===== src/design/yrc_pkg.sv =====
// shared types and constants of the yuyv to rgba converter
// no dependencies; used by every module of the block
package yrc_pkg;

  localparam int BYTE_W     = 8;
  localparam int V_ORDER_W  = 1;
  localparam int WIDTH_W    = 13;
  localparam int STRIDE_W   = 14;
  localparam int HEIGHT_W   = 13;
  localparam int CFG_IDX_W  = 2;
  localparam int CFG_DATA_W = 14;

  localparam int QUEUE_DEPTH = 2;
  localparam int QPTR_W      = $clog2(QUEUE_DEPTH);
  localparam int QCNT_W      = $clog2(QUEUE_DEPTH + 1);

  localparam int TERM_W = 18;
  localparam int ACC_W  = 20;

  localparam logic [BYTE_W-1:0] ALPHA_OPAQUE = 8'hff;
  localparam logic [BYTE_W-1:0] LUMA_OFFSET  = 8'd16;
  localparam logic [BYTE_W-1:0] CHROMA_MID   = 8'd128;

  localparam logic signed [TERM_W-1:0] COEF_Y  = 18'sd298;
  localparam logic signed [TERM_W-1:0] COEF_RV = 18'sd409;
  localparam logic signed [TERM_W-1:0] COEF_GU = 18'sd100;
  localparam logic signed [TERM_W-1:0] COEF_GV = 18'sd208;
  localparam logic signed [TERM_W-1:0] COEF_BU = 18'sd516;
  localparam logic signed [ACC_W-1:0]  ROUND   = 20'sd128;

  typedef enum logic [CFG_IDX_W-1:0] {
    CFG_V_BEFORE_U = 2'd0,
    CFG_WIDTH      = 2'd1,
    CFG_STRIDE     = 2'd2,
    CFG_HEIGHT     = 2'd3
  } cfg_idx_e;

  // one chroma-sharing pixel pair, chroma already in u/v order
  typedef struct packed {
    logic [BYTE_W-1:0] y0;
    logic [BYTE_W-1:0] y1;
    logic [BYTE_W-1:0] u;
    logic [BYTE_W-1:0] v;
    logic              eol;
    logic              eof;
  } pair_t;

endpackage


===== src/design/yrc_front.sv =====
// byte front end: config registers, line position tracking, pair assembly
// depends on yrc_pkg
module yrc_front #(
  parameter int MAX_STRIDE = 8192,
  parameter int MAX_LINES  = 4096
) (
  input  logic                           clk_i,
  input  logic                           rst_ni,
  input  logic                           byte_valid_i,
  output logic                           byte_ready_o,
  input  logic [yrc_pkg::BYTE_W-1:0]     byte_i,
  input  logic                           cfg_valid_i,
  input  logic [yrc_pkg::CFG_IDX_W-1:0]  cfg_index_i,
  input  logic [yrc_pkg::CFG_DATA_W-1:0] cfg_data_i,
  input  logic                           queue_full_i,
  output logic                           push_o,
  output yrc_pkg::pair_t                 pair_o
);

  localparam int POS_W  = $clog2(MAX_STRIDE);
  localparam int LINE_W = $clog2(MAX_LINES);
  localparam int CMP_W  = (POS_W + 1 > yrc_pkg::STRIDE_W) ? POS_W + 1 : yrc_pkg::STRIDE_W;
  localparam int LH_W   = (LINE_W + 1 > yrc_pkg::HEIGHT_W) ? LINE_W + 1 : yrc_pkg::HEIGHT_W;

  logic                             v_before_u_q;
  logic [yrc_pkg::WIDTH_W-1:0]      width_q;
  logic [yrc_pkg::STRIDE_W-1:0]     stride_q;
  logic [yrc_pkg::HEIGHT_W-1:0]     height_q;

  logic [POS_W-1:0]                 pos_q, pos_d;
  logic [LINE_W-1:0]                line_q, line_d;
  logic [yrc_pkg::BYTE_W-1:0]       y0_q, c0_q, y1_q;

  logic [CMP_W-1:0]                 stride_ext, stride_eff, active, act_w, pos_ext, pos_inc;
  logic [LH_W-1:0]                  height_ext, height_eff, line_inc;
  logic                             accept, in_active, last_line, line_end, eol;

  assign byte_ready_o = !queue_full_i;
  assign accept       = byte_valid_i && byte_ready_o;

  always_ff @(posedge clk_i or negedge rst_ni) begin
    if (!rst_ni) begin
      v_before_u_q <= 1'b0;
      width_q      <= 13'd1800;
      stride_q     <= 14'd3600;
      height_q     <= 13'd900;
    end else if (cfg_valid_i) begin
      case (yrc_pkg::cfg_idx_e'(cfg_index_i))
        yrc_pkg::CFG_V_BEFORE_U: v_before_u_q <= cfg_data_i[0];
        yrc_pkg::CFG_WIDTH:      width_q      <= cfg_data_i[yrc_pkg::WIDTH_W-1:0];
        yrc_pkg::CFG_STRIDE:     stride_q     <= cfg_data_i[yrc_pkg::STRIDE_W-1:0];
        yrc_pkg::CFG_HEIGHT:     height_q     <= cfg_data_i[yrc_pkg::HEIGHT_W-1:0];
        default: ;
      endcase
    end
  end

  always_comb begin
    stride_ext = CMP_W'(stride_q);
    if (stride_ext > CMP_W'(MAX_STRIDE)) begin
      stride_eff = CMP_W'(MAX_STRIDE);
    end else if (stride_ext == '0) begin
      stride_eff = CMP_W'(1);
    end else begin
      stride_eff = stride_ext;
    end
    height_ext = LH_W'(height_q);
    if (height_ext > LH_W'(MAX_LINES)) begin
      height_eff = LH_W'(MAX_LINES);
    end else if (height_ext == '0) begin
      height_eff = LH_W'(1);
    end else begin
      height_eff = height_ext;
    end
    // active bytes: twice the even width, limited to whole groups in the stride
    act_w  = CMP_W'({width_q[yrc_pkg::WIDTH_W-1:1], 2'b00});
    active = (act_w > {stride_eff[CMP_W-1:2], 2'b00}) ? {stride_eff[CMP_W-1:2], 2'b00} : act_w;
    pos_ext   = CMP_W'(pos_q);
    pos_inc   = pos_ext + CMP_W'(1);
    line_inc  = LH_W'(line_q) + LH_W'(1);
    in_active = pos_ext < active;
    last_line = line_inc >= height_eff;
    line_end  = pos_inc >= stride_eff;
    eol       = pos_inc == active;
    pos_d  = line_end ? '0 : pos_inc[POS_W-1:0];
    line_d = line_end ? (last_line ? '0 : line_inc[LINE_W-1:0]) : line_q;
  end

  always_ff @(posedge clk_i or negedge rst_ni) begin
    if (!rst_ni) begin
      pos_q  <= '0;
      line_q <= '0;
      y0_q   <= '0;
      c0_q   <= '0;
      y1_q   <= '0;
    end else if (accept) begin
      pos_q  <= pos_d;
      line_q <= line_d;
      if (in_active) begin
        case (pos_q[1:0])
          2'd0:    y0_q <= byte_i;
          2'd1:    c0_q <= byte_i;
          2'd2:    y1_q <= byte_i;
          default: ;
        endcase
      end
    end
  end

  always_comb begin
    push_o     = accept && in_active && (pos_q[1:0] == 2'd3);
    pair_o.y0  = y0_q;
    pair_o.y1  = y1_q;
    pair_o.u   = v_before_u_q ? byte_i : c0_q;
    pair_o.v   = v_before_u_q ? c0_q : byte_i;
    pair_o.eol = eol;
    pair_o.eof = eol && last_line;
  end

endmodule


===== src/design/yrc_fifo.sv =====
// short pair queue between the byte front end and the pixel back end
// depends on yrc_pkg
module yrc_fifo (
  input  logic           clk_i,
  input  logic           rst_ni,
  input  logic           push_i,
  input  yrc_pkg::pair_t pair_i,
  output logic           full_o,
  input  logic           pop_i,
  output logic           empty_o,
  output yrc_pkg::pair_t pair_o
);

  yrc_pkg::pair_t                  mem_q [yrc_pkg::QUEUE_DEPTH];
  logic [yrc_pkg::QPTR_W-1:0]      wr_q, rd_q;
  logic [yrc_pkg::QCNT_W-1:0]      cnt_q, cnt_d;
  logic                            do_push, do_pop;

  assign full_o  = cnt_q == yrc_pkg::QCNT_W'(yrc_pkg::QUEUE_DEPTH);
  assign empty_o = cnt_q == '0;
  assign do_push = push_i && !full_o;
  assign do_pop  = pop_i && !empty_o;
  assign pair_o  = mem_q[rd_q];

  always_comb begin
    cnt_d = cnt_q;
    if (do_push && !do_pop) begin
      cnt_d = cnt_q + yrc_pkg::QCNT_W'(1);
    end else if (do_pop && !do_push) begin
      cnt_d = cnt_q - yrc_pkg::QCNT_W'(1);
    end
  end

  always_ff @(posedge clk_i or negedge rst_ni) begin
    if (!rst_ni) begin
      wr_q  <= '0;
      rd_q  <= '0;
      cnt_q <= '0;
    end else begin
      cnt_q <= cnt_d;
      if (do_push) begin
        wr_q <= (32'(wr_q) == yrc_pkg::QUEUE_DEPTH - 1) ? '0 : wr_q + yrc_pkg::QPTR_W'(1);
      end
      if (do_pop) begin
        rd_q <= (32'(rd_q) == yrc_pkg::QUEUE_DEPTH - 1) ? '0 : rd_q + yrc_pkg::QPTR_W'(1);
      end
    end
  end

  always_ff @(posedge clk_i) begin
    if (do_push) begin
      mem_q[wr_q] <= pair_i;
    end
  end

endmodule


===== src/design/yrc_back.sv =====
// pixel back end: splits each pair into two pixels, bt.601 products, sum and clip
// depends on yrc_pkg
module yrc_back (
  input  logic                          clk_i,
  input  logic                          rst_ni,
  input  logic                          empty_i,
  input  yrc_pkg::pair_t                pair_i,
  output logic                          pop_o,
  output logic                          pix_valid_o,
  input  logic                          pix_ready_i,
  output logic [4*yrc_pkg::BYTE_W-1:0]  pix_data_o,
  output logic                          pix_last_o,
  output logic [1:0]                    pix_flags_o
);

  function automatic logic [yrc_pkg::BYTE_W-1:0] clip8(logic signed [yrc_pkg::ACC_W-1:0] acc);
    logic [yrc_pkg::BYTE_W-1:0] res;
    if (acc[yrc_pkg::ACC_W-1]) begin
      res = '0;
    end else if (|acc[yrc_pkg::ACC_W-2:16]) begin
      res = 8'hff;
    end else begin
      res = acc[15:8];
    end
    return res;
  endfunction

  logic                                phase_q;
  logic                                s1_valid_q, out_valid_q;
  logic                                en1, en2, issue;
  logic signed [8:0]                   c, d, e;
  logic signed [yrc_pkg::TERM_W-1:0]   yt_q, bt_q, gt_q, rt_q;
  logic                                s1_last_q, s1_eol_q, s1_eof_q;
  logic [yrc_pkg::BYTE_W-1:0]          blue_q, green_q, red_q;
  logic                                last_q, eol_q, eof_q;
  logic signed [yrc_pkg::ACC_W-1:0]    acc_b, acc_g, acc_r;

  assign en2   = !out_valid_q || pix_ready_i;
  assign en1   = !s1_valid_q || en2;
  assign issue = !empty_i && en1;
  assign pop_o = issue && phase_q;

  always_comb begin
    c = $signed({1'b0, phase_q ? pair_i.y1 : pair_i.y0}) - $signed({1'b0, yrc_pkg::LUMA_OFFSET});
    d = $signed({1'b0, pair_i.u}) - $signed({1'b0, yrc_pkg::CHROMA_MID});
    e = $signed({1'b0, pair_i.v}) - $signed({1'b0, yrc_pkg::CHROMA_MID});
  end

  always_ff @(posedge clk_i or negedge rst_ni) begin
    if (!rst_ni) begin
      phase_q     <= 1'b0;
      s1_valid_q  <= 1'b0;
      out_valid_q <= 1'b0;
    end else begin
      if (issue) begin
        phase_q <= !phase_q;
      end
      if (en1) begin
        s1_valid_q <= !empty_i;
      end
      if (en2) begin
        out_valid_q <= s1_valid_q;
      end
    end
  end

  // product stage
  always_ff @(posedge clk_i) begin
    if (issue) begin
      yt_q      <= yrc_pkg::TERM_W'(c) * yrc_pkg::COEF_Y;
      bt_q      <= yrc_pkg::TERM_W'(d) * yrc_pkg::COEF_BU;
      gt_q      <= -(yrc_pkg::TERM_W'(d) * yrc_pkg::COEF_GU
                     + yrc_pkg::TERM_W'(e) * yrc_pkg::COEF_GV);
      rt_q      <= yrc_pkg::TERM_W'(e) * yrc_pkg::COEF_RV;
      s1_last_q <= phase_q;
      s1_eol_q  <= phase_q && pair_i.eol;
      s1_eof_q  <= phase_q && pair_i.eof;
    end
  end

  always_comb begin
    acc_b = yrc_pkg::ACC_W'(yt_q) + yrc_pkg::ACC_W'(bt_q) + yrc_pkg::ROUND;
    acc_g = yrc_pkg::ACC_W'(yt_q) + yrc_pkg::ACC_W'(gt_q) + yrc_pkg::ROUND;
    acc_r = yrc_pkg::ACC_W'(yt_q) + yrc_pkg::ACC_W'(rt_q) + yrc_pkg::ROUND;
  end

  // sum, clip and output register
  always_ff @(posedge clk_i) begin
    if (en2 && s1_valid_q) begin
      blue_q  <= clip8(acc_b);
      green_q <= clip8(acc_g);
      red_q   <= clip8(acc_r);
      last_q  <= s1_last_q;
      eol_q   <= s1_eol_q;
      eof_q   <= s1_eof_q;
    end
  end

  assign pix_valid_o = out_valid_q;
  assign pix_data_o  = {yrc_pkg::ALPHA_OPAQUE, red_q, green_q, blue_q};
  assign pix_last_o  = last_q;
  assign pix_flags_o = {eof_q, eol_q};

endmodule


===== src/design/yuyv_to_rgba_converter_core.sv =====
// top level of the packed 4:2:2 to rgba converter
// depends on yrc_pkg, yrc_front, yrc_fifo, yrc_back
//
// usage
//   s_axis carries one byte of the yuyv (or yvyu) stream per word.
//   m_axis carries one rgba pixel per word; two pixels follow every fourth
//   active byte of a line, tlast marks the second pixel of each pair and
//   tuser flags end of line and end of frame on that pixel.
//   cfg writes one register per word: 0 chroma order, 1 width in pixels,
//   2 stride in bytes, 3 height in lines; write only while the block is idle.
// flow
//   one byte per cycle in while the pair queue has room; after the fourth byte
//   is taken, each pixel of the pair passes the pair queue, the product stage
//   and the output register, the second pixel right behind the first; the back
//   end drains pairs faster than the front end assembles them.
// reset
//   clears position, line count and queue; registers return to defaults.
// stall
//   a stalled m_axis holds its pixel; the queue fills and s_axis_tready
//   drops only when two pairs are waiting.
module yuyv_to_rgba_converter_core #(
  parameter int MAX_STRIDE = 8192,
  parameter int MAX_LINES  = 4096
) (
  input  logic                           clk_i,
  input  logic                           rst_ni,
  input  logic                           s_axis_tvalid,
  output logic                           s_axis_tready,
  input  logic [7:0]                     s_axis_tdata,  // yuv_byte
  output logic                           m_axis_tvalid,
  input  logic                           m_axis_tready,
  output logic [31:0]                    m_axis_tdata,  // blue, green, red, alpha
  output logic                           m_axis_tlast,
  output logic [1:0]                     m_axis_tuser,  // end_of_line, end_of_frame
  input  logic                           cfg_valid_i,
  output logic                           cfg_ready_o,
  input  logic [yrc_pkg::CFG_IDX_W-1:0]  cfg_index_i,
  input  logic [yrc_pkg::CFG_DATA_W-1:0] cfg_data_i
);

  logic           push, pop, full, empty;
  yrc_pkg::pair_t pair_in, pair_out;

  assign cfg_ready_o = 1'b1;

  yrc_front #(
    .MAX_STRIDE(MAX_STRIDE),
    .MAX_LINES (MAX_LINES)
  ) u_front (
    .clk_i       (clk_i),
    .rst_ni      (rst_ni),
    .byte_valid_i(s_axis_tvalid),
    .byte_ready_o(s_axis_tready),
    .byte_i      (s_axis_tdata),
    .cfg_valid_i (cfg_valid_i),
    .cfg_index_i (cfg_index_i),
    .cfg_data_i  (cfg_data_i),
    .queue_full_i(full),
    .push_o      (push),
    .pair_o      (pair_in)
  );

  yrc_fifo u_fifo (
    .clk_i  (clk_i),
    .rst_ni (rst_ni),
    .push_i (push),
    .pair_i (pair_in),
    .full_o (full),
    .pop_i  (pop),
    .empty_o(empty),
    .pair_o (pair_out)
  );

  yrc_back u_back (
    .clk_i      (clk_i),
    .rst_ni     (rst_ni),
    .empty_i    (empty),
    .pair_i     (pair_out),
    .pop_o      (pop),
    .pix_valid_o(m_axis_tvalid),
    .pix_ready_i(m_axis_tready),
    .pix_data_o (m_axis_tdata),
    .pix_last_o (m_axis_tlast),
    .pix_flags_o(m_axis_tuser)
  );

endmodule


===== config.mk =====
export PLATFORM = sky130hd
export DESIGN_NAME = yuyv_to_rgba_converter_core
export DESIGN_NICKNAME = d
export VERILOG_FILES = /design/src/design/yrc_pkg.sv /design/src/design/yrc_front.sv /design/src/design/yrc_fifo.sv /design/src/design/yrc_back.sv /design/src/design/yuyv_to_rgba_converter_core.sv
export SDC_FILE = /design/constraint.sdc
export NUM_CORES = 1
export LEC_CHECK = 0
export BUFFER_PORTS_ARGS = -buffer_cell sky130_fd_sc_hd__buf_4
export CORE_MARGIN = 2
export CORE_UTILIZATION = 55
export DETAILED_ROUTE_END_ITERATION = 7
export GPL_TIMING_DRIVEN = 0
export PLACE_DENSITY = 0.7
export SLEW_MARGIN = 25
export SYNTH_ARGS = -nofsm -noshare
export SYNTH_HDL_FRONTEND = slang
export SYNTH_SLANG_ARGS = --single-unit

===== constraint.sdc =====
create_clock -name clk_i -period 8.15 [get_ports clk_i]
set_input_delay 1.63 -clock clk_i [delete_from_list [all_inputs] [get_ports clk_i]]
set_output_delay 1.63 -clock clk_i [all_outputs]
set_load 0.01 [all_outputs]

==> tab_implementation.tex, run 1 <==
\begin{tabular}{lr}
\hline
Metric & Value \\
\hline
\multicolumn{2}{l}{\textbf{Yosys}} \\
Register bit total from synthesis & 259 \\
Count of flip-flops with a built-in enable after synthesis & 163 \\
Primary FF master, synth & sky130\_fd\_sc\_hd\_\_edfxtp\_1 \\
Count of mapped cells out of synthesis & between 1.5k and 2k \\
Synthesized-area fraction occupied by ao, oa, aoi and oai cells & 10.3\% \\
Multiplexer fraction of the synthesized cell area & 7.66\% \\
Share of Yosys cell area claimed by the top area cell type & about 25\% \\
Fraction of the yosys area taken by sequential cells & 37.9\% \\
Parity-gate share of the synthesized area counting xor and xnor cells & 6.90\% \\
Main area contributors after synthesis & sky130\_fd\_sc\_hd\_\_edfxtp\_1, sky130\_fd\_sc\_hd\_\_ha\_1, sky130\_fd\_sc\_hd\_\_dfrtp\_1, sky130\_fd\_sc\_hd\_\_mux2\_2, sky130\_fd\_sc\_hd\_\_xnor2\_1 \\
Fraction of the mapped netlist area in simple logic gates & approximately a tenth \\
Adder-cell area share of the yosys netlist & between 20 and 25\% \\
Async set or reset register ratio after synthesis & 37.1\% \\
Number of warning messages in the yosys log & 0 \\
Cell Area, Synth & 0.0193 mm2 \\
Most area-hungry cell type in the Yosys netlist & sky130\_fd\_sc\_hd\_\_edfxtp\_1 \\
Number of distinct library cell variants in the gate-level netlist after synthesis & a little under 90 \\
Dominant combinational cell family by area after synthesis & adder cells \\
Per-instance average area after synthesis & between 10 and 15 um2 \\
\multicolumn{2}{l}{\textbf{Timing}} \\
Headroom to the max-slew limit & about two fifths \\
Number of slew-limit violations in the final report & 0 \\
Worst Skew & approximately 0.017 ns \\
Final setup violation count & 0 \\
Maximum achievable frequency & 0.135 GHz \\
Transition at the pin with the smallest max-transition slack & 0.883 ns \\
Final Cycle Share & about nine tenths \\
Final critical path time including I/O delays and setup & 7.41 ns \\
Number of hold violations in the final report & 0 \\
Setup TNS after final layout & 0 ns \\
RSZ-0062 raised after global routing & false \\
\multicolumn{2}{l}{\textbf{Clock network}} \\
Clock insertion delay at the later pin of the skew report & 0.56 ns \\
Post-cts repair resize count & 0 \\
Worst-path clk slew & 0.06 ns \\
Number of buffers on the longest clock path & 3 \\
Number of buffers created by CTS & 29 \\
Clk Tree Root Cell & sky130\_fd\_sc\_hd\_\_clkbuf\_16 \\
CTS H-tree depth & 1 \\
Post-CTS setup buffers & 0 \\
TritonCTS sink count & 259 \\
CTS tree & done \\
Count of hold-fix buffers inserted at cts & 0 \\
\multicolumn{2}{l}{\textbf{Run status}} \\
Run status & finished clean \\
\multicolumn{2}{l}{\textbf{Global routing}} \\
Maximum number of pins on one net before global-route repair & 97 \\
Vias in the first global route & 13.3k \\
Wire length of the first global-routing pass & 65.4 mm \\
Final global-route overflow total & 0 \\
Initial antenna violation count & 0 \\
Overall routing resource usage & 22.1\% \\
\multicolumn{2}{l}{\textbf{Floorplanning}} \\
Vert. Die Dim & 191 um \\
Width of the chip & 191 um \\
Total Die Area & about 0.037 mm2 \\
Row count & between 60 and 70 \\
Initial Utilization & 55.8\% \\
Number of placed I/O pins & 67 \\
Area of the core & 0.0345 mm2 \\
\multicolumn{2}{l}{\textbf{Finish}} \\
ANT cells & 0 \\
Area growth from synthesis to layout & 11.4\% \\
Commonest cells after routing, fill and taps aside & sky130\_fd\_sc\_hd\_\_ha\_1, sky130\_fd\_sc\_hd\_\_inv\_1, sky130\_fd\_sc\_hd\_\_edfxtp\_1 \\
Most frequent standard cell in the layout excluding fill and tap cells & sky130\_fd\_sc\_hd\_\_ha\_1 \\
Share of layout cells above drive strength 1 & 15.9\% \\
Flip-flop and latch area & 0.00731 mm2 \\
Post-Route Utilization & 62.2\% \\
Final instance area & 0.0215 mm2 \\
Layout Nets & 2205 \\
Filler cells & 2805 \\
Multi-input logic area & between 0.01 and 0.015 mm2 \\
\multicolumn{2}{l}{\textbf{Placement}} \\
HPWL reported at the end of detailed placement & 30.9 mm \\
Post-place instance area & 0.0205 mm2 \\
Final weighted congestion of routability-driven global placement & between 0.9 and 1 \\
Port buffer count & 57 \\
\multicolumn{2}{l}{\textbf{Route}} \\
Iteration-0 DRC count of the detailed router & 574 \\
Final Routed Wirelength & 39.3 mm \\
Number of optimization iterations in the first detailed-route pass & 7 \\
Final antenna-violating net count & 0 \\
Total number of vias & 12.9k \\
Detailed-route vias per instance & 5.56 \\
Number of DRC violations after detailed routing & 0 \\
Average wire length per cell after detail routing & 16.9 um \\
\multicolumn{2}{l}{\textbf{Critical path}} \\
Number of logic stages on the critical path including buffering & 25 \\
Startpoint of the worst register-to-register path & u\_fifo.rd\_q \\
Delay contributed by the slowest stage of the critical path & 0.69 ns \\
Critical Path End & u\_back.gt\_q[17] \\
Crit-path leading delay family & buffers and inverters \\
Number of cells on the worst reg-to-reg path & 25 \\
Source of the critical timing path & u\_fifo.rd\_q \\
Data arrival time at the worst-slack endpoint & a little under 8 ns \\
CP Max Fanout & 10 \\
Type of origin of the critical path & register \\
Setup crit end kind & register \\
Register-to-register setup slack & 0.74 ns \\
Required time reported for the critical path endpoint & between 8 and 9 ns \\
Sum of buffers and inverters on the critical path & 6 \\
CP max-delay cell & sky130\_fd\_sc\_hd\_\_clkbuf\_1 \\
Capture point of the worst reg-to-reg path & u\_back.gt\_q[17] \\
Crit Path Category & register to register \\
Most numerous cell on the critical path & sky130\_fd\_sc\_hd\_\_ha\_1 \\
\multicolumn{2}{l}{\textbf{Run}} \\
Max\_cap viols & 0 \\
\multicolumn{2}{l}{\textbf{Worst hold path}} \\
Type of the worst min-delay path & register to register \\
\hline
\end{tabular}
synthesized netlist by cell type (16+ instances only):
master,instances
sky130_fd_sc_hd__o21a_1,18
sky130_fd_sc_hd__xnor2_1,93
sky130_fd_sc_hd__clkbuf_1,18
sky130_fd_sc_hd__and3_1,16
sky130_fd_sc_hd__fa_1,39
sky130_fd_sc_hd__dfrtp_1,84
sky130_fd_sc_hd__nand2_1,94
sky130_fd_sc_hd__nor2_1,80
sky130_fd_sc_hd__mux2_2,100
sky130_fd_sc_hd__a21oi_1,83
sky130_fd_sc_hd__inv_1,193
sky130_fd_sc_hd__nand2b_1,21
sky130_fd_sc_hd__ha_1,287
sky130_fd_sc_hd__edfxtp_1,163
sky130_fd_sc_hd__nor2b_1,30
sky130_fd_sc_hd__o21ai_0,48
sky130_fd_sc_hd__mux2i_1,17
sky130_fd_sc_hd__nand4_1,17
sky130_fd_sc_hd__nor3_1,27
sky130_fd_sc_hd__nand3_1,33
sky130_fd_sc_hd__a21o_1,24
sky130_fd_sc_hd__xor2_1,55
worst register-to-register path, stage by stage, from the launching register on:
cell and delay, ns:
sky130_fd_sc_hd__dfrtp_1 0.32, sky130_fd_sc_hd__clkbuf_1 0.67, sky130_fd_sc_hd__clkbuf_1 0.58, sky130_fd_sc_hd__clkbuf_1 0.69, sky130_fd_sc_hd__mux2i_1 0.55, sky130_fd_sc_hd__inv_1 0.16
sky130_fd_sc_hd__ha_1 0.30, sky130_fd_sc_hd__ha_1 0.30, sky130_fd_sc_hd__inv_1 0.05, sky130_fd_sc_hd__fa_1 0.56, sky130_fd_sc_hd__inv_1 0.06, sky130_fd_sc_hd__ha_1 0.33
sky130_fd_sc_hd__nor2b_1 0.15, sky130_fd_sc_hd__o21ai_0 0.23, sky130_fd_sc_hd__a21boi_0 0.12, sky130_fd_sc_hd__o21ai_0 0.15, sky130_fd_sc_hd__nand2b_1 0.11, sky130_fd_sc_hd__a21o_1 0.19
sky130_fd_sc_hd__a21oi_1 0.21, sky130_fd_sc_hd__xnor2_1 0.16, sky130_fd_sc_hd__ha_1 0.26, sky130_fd_sc_hd__ha_1 0.34, sky130_fd_sc_hd__or3_1 0.36, sky130_fd_sc_hd__o21ai_0 0.08
sky130_fd_sc_hd__a21oi_1 0.07, sky130_fd_sc_hd__xnor2_1 0.13
worst min path at each step:
stage | to | slack (ns) | cells after the start | start
2_1_floorplan | u_back.eof_q | 0.40 | 0 | u_back.s1_eof_q
3_3_place_gp | u_back.eol_q | 0.40 | 0 | u_back.s1_eol_q
3_5_place_dp | u_back.eol_q | 0.41 | 0 | u_back.s1_eol_q
4_1_cts | u_back.eol_q | 0.42 | 0 | u_back.s1_eol_q
5_1_grt | u_back.eol_q | 0.43 | 0 | u_back.s1_eol_q
6_report | u_back.eol_q | 0.43 | 0 | u_back.s1_eol_q
per-layer routing:
layer | GRT usage [%] | up-vias | wire (um)
met3 | 2.52 | 72 | 1270
met5 | 0 | - | 0
li1 | - | 6450 | -
met2 | 40.9 | 209 | 20200
met1 | 27.3 | 6212 | 16800
met4 | 6.18 | 0 | 1090
cell families (layout without fill, tap and decap cells):
| kind of cell | count (synthesis) | count (layout) |
|---|---|---|
| AO/OA/AOI/OAI | 287 | 287 |
| XOR/XNOR | 150 | 150 |
| adder cells (fa/ha/maj) | 326 | 326 |
| buffers and inverters | 229 | 346 |
| flip-flops | 259 | 259 |
| multiplexers | 125 | 125 |
| other | 1 | 9 |
| AND/OR/NAND/NOR | 371 | 371 |
flip-flops by register name (all words and copies together) (netlist names), 12 cells and up:
signal and flops:
u_back.bt_q 15, u_back.gt_q 16, u_back.rt_q 17, u_back.yt_q 17
u_fifo.mem_q 68, u_front.height_ext 13, u_front.line_q 12, u_front.pos_q 13
u_front.stride_ext 14, u_front.width_q 12
cell type report:
type,instances,share of cell area [%]
plain buffers,35,0.851
clock buffers,33,3.54
clock inverters,21,1.08
inverters,194,3.39
multi-input cells,1268,51.7
flip-flops and latches,259,34.1
well taps,455,2.65
repair buffers,63,2.71
per-stage QoR:
| stage | hold slack (ns) | worst slack (ns) | std cells |
|---|---|---|---|
| final | 0.431 | 0.743 | 2328 |
| after global placement | 0.402 | -0.531 | 2268 |
| after global routing | 0.425 | 0.0909 | 2328 |
| after detailed placement | 0.407 | 0.759 | 2274 |
| after floorplan | 0.400 | 1.78 | 1756 |
| after CTS | 0.421 | 0.654 | 2328 |
Power of run 1 is left out: the tool's default activity adds up to more than one toggle a clock period on the data nets, which glitch-free logic cannot reach.
==> run 2, diff against run 1 <==
- PLACE_DENSITY: 0.7 -> 0.73
==> run 2 against run 1 <==
Compared with the run above:
- count of clock-buffer cells in the layout increased by 1
- global-route usage decreased by 0.74 points
- critical path depth decreased by 3
- cell area about the same
- utilization increased by 0.062 points
- fmax increased by 0.39%
- largest cell class unchanged
- die area unchanged
- highest routed layer unchanged
- final cell count unchanged
- hold slack about the same
- clock skew decreased by 0.0011 ns
==> tab_implementation.tex, run 2 (synthesized netlist as in run 1, its figures left out) <==
\begin{tabular}{lr}
\hline
Metric & Value \\
\hline
\multicolumn{2}{l}{\textbf{Route}} \\
Final Routed Wirelength & 38.3 mm \\
Number of optimization iterations in the first detailed-route pass & 4 \\
Average wire length per cell after detail routing & $\sim$16 um \\
Detailed-route vias per instance & 5.53 \\
Iteration-0 DRC count of the detailed router & 565 \\
Total number of vias & roughly 13k \\
Number of DRC violations after detailed routing & 0 \\
Final antenna-violating net count & 0 \\
\multicolumn{2}{l}{\textbf{Finish}} \\
Commonest cells after routing, fill and taps aside & sky130\_fd\_sc\_hd\_\_ha\_1, sky130\_fd\_sc\_hd\_\_inv\_1, sky130\_fd\_sc\_hd\_\_edfxtp\_1 \\
Share of layout cells above drive strength 1 & 15.7\% \\
Most frequent standard cell in the layout excluding fill and tap cells & sky130\_fd\_sc\_hd\_\_ha\_1 \\
Max FFs per register & 68 \\
Layout Nets & 2205 \\
Area growth from synthesis to layout & 11.6\% \\
Leading registers by flop count & u\_fifo.mem\_q (68), u\_back.rt\_q (17), u\_back.yt\_q (17) \\
ANT cells & 0 \\
Largest Register & u\_fifo.mem\_q \\
Filler cells & 2735 \\
Non-Filler Instances & between 2k and 2.5k \\
Post-Route Utilization & 62.2\% \\
\multicolumn{2}{l}{\textbf{Critical path}} \\
Register-to-register setup slack & 0.77 ns \\
Crit Path Category & register to register \\
Required time reported for the critical path endpoint & about 8.4 ns \\
Setup crit end kind & register \\
Type of origin of the critical path & register \\
Data arrival time at the worst-slack endpoint & 7.64 ns \\
CP Max Fanout & 10 \\
\multicolumn{2}{l}{\textbf{Timing}} \\
RSZ-0062 raised after global routing & false \\
Transition at the pin with the smallest max-transition slack & 0.897 ns \\
Final setup violation count & 0 \\
Final critical path time including I/O delays and setup & 7.38 ns \\
Final Cycle Share & between 90\% and 100\% \\
Setup TNS after final layout & 0 ns \\
Worst Skew & 0.0162 ns \\
Maximum achievable frequency & 0.136 GHz \\
Number of slew-limit violations in the final report & 0 \\
Number of hold violations in the final report & 0 \\
Headroom to the max-slew limit & 40.2\% \\
\multicolumn{2}{l}{\textbf{Global routing}} \\
GR peak layer & met2 \\
M2 GR Usage & 38.9\% \\
Overall routing resource usage & 21.4\% \\
Final global-route overflow total & 0 \\
Initial antenna violation count & 0 \\
Met1 Usage GRT & a little over a quarter \\
Maximum number of pins on one net before global-route repair & 97 \\
Vias in the first global route & 13.0k \\
Wire length of the first global-routing pass & 62.9 mm \\
Met3 track demand over resource & 2.57\% \\
\multicolumn{2}{l}{\textbf{Clock network}} \\
Worst-path clk slew & 0.06 ns \\
Clk Tree Root Cell & sky130\_fd\_sc\_hd\_\_clkbuf\_16 \\
Clock insertion delay at the later pin of the skew report & between 0.5 and 0.6 ns \\
Count of hold-fix buffers inserted at cts & 0 \\
Number of buffers created by CTS & 29 \\
CTS tree & done \\
TritonCTS sink count & 259 \\
Number of buffers on the longest clock path & 3 \\
CTS H-tree depth & 1 \\
Post-cts repair resize count & 0 \\
Post-CTS setup buffers & 0 \\
\multicolumn{2}{l}{\textbf{Placement}} \\
Port buffer count & 57 \\
Number of placed cells counting well taps & 2274 \\
Final weighted congestion of routability-driven global placement & roughly 0.9 \\
HPWL reported at the end of detailed placement & 30.1 mm \\
\multicolumn{2}{l}{\textbf{Floorplanning}} \\
Row count & 68 \\
Number of placed I/O pins & 67 \\
Total Die Area & 0.0365 mm2 \\
Initial Utilization & a little under three fifths \\
Width of the chip & roughly 190 um \\
Vert. Die Dim & approximately 190 um \\
Area of the core & 0.0345 mm2 \\
\multicolumn{2}{l}{\textbf{Worst hold path}} \\
Type of the worst min-delay path & register to register \\
\multicolumn{2}{l}{\textbf{Run status}} \\
Run status & finished clean \\
\multicolumn{2}{l}{\textbf{Run}} \\
Max\_cap viols & 0 \\
\hline
\end{tabular}
==> run 2: cell type report <==
cell class              instances  area, um2  area share, %
plain buffers                  35        183          0.850
clock buffers                  34        754           3.51
clock inverters                20        251           1.17
inverters                     194        728           3.39
multi-input cells            1268      11100           51.7
flip-flops and latches        259       7310           34.0
well taps                     455        569           2.65
repair buffers                 63        589           2.74
==> run 2: final timing paths <==
| path | start | endpoint | depth (start not counted) |
|---|---|---|---|
| worst max register to register | u_fifo.rd_q | u_back.rt_q[17] | 22 |
| worst max-delay path | u_fifo.rd_q | u_back.rt_q[17] | 22 |
| min in group asynchronous | rst_ni | u_front.pos_q[9] | 1 |
| max in group asynchronous | rst_ni | u_front.width_q[1] | 1 |
| worst min-delay path | u_back.s1_last_q | u_back.pix_last_o | 0 |
| worst min register to register | u_back.s1_last_q | u_back.pix_last_o | 0 |
==> run 2: critical path: stages, from the launching register on <==
cell and delay [ns]:
sky130_fd_sc_hd__dfrtp_1 0.33, sky130_fd_sc_hd__clkbuf_1 0.66, sky130_fd_sc_hd__clkbuf_1 0.59, sky130_fd_sc_hd__clkbuf_1 0.68, sky130_fd_sc_hd__mux2i_1 0.59, sky130_fd_sc_hd__inv_1 0.18, sky130_fd_sc_hd__ha_1 0.37, sky130_fd_sc_hd__ha_1 0.29
sky130_fd_sc_hd__inv_1 0.04, sky130_fd_sc_hd__fa_1 0.47, sky130_fd_sc_hd__inv_1 0.04, sky130_fd_sc_hd__ha_1 0.30, sky130_fd_sc_hd__fa_1 0.46, sky130_fd_sc_hd__ha_1 0.35, sky130_fd_sc_hd__a21oi_1 0.22, sky130_fd_sc_hd__o21bai_1 0.09
sky130_fd_sc_hd__a21oi_1 0.21, sky130_fd_sc_hd__nor2b_1 0.07, sky130_fd_sc_hd__o21a_1 0.18, sky130_fd_sc_hd__nor3_1 0.15, sky130_fd_sc_hd__nor2_1 0.09, sky130_fd_sc_hd__o41ai_1 0.47, sky130_fd_sc_hd__xnor2_1 0.21
==> run 2: metal layers <==
metal / up-vias / part of all wire (%)
met4: 0 / 3.1
met5: - / 0
met3: 76 / 3.0
li1: 6437 / -
met2: 224 / 50
met1: 6146 / 44
==> run 2: through the flow <==
step,hold WS [ns],worst slack (ns),cell area (um2)
after floorplan,0.400,1.78,19300
after global placement,0.406,-0.324,20300
after global routing,0.438,0.268,21500
after CTS,0.428,0.644,21500
after detailed placement,0.415,0.649,20500
final,0.430,0.772,21500
Power of run 2 is left out for the same reason.
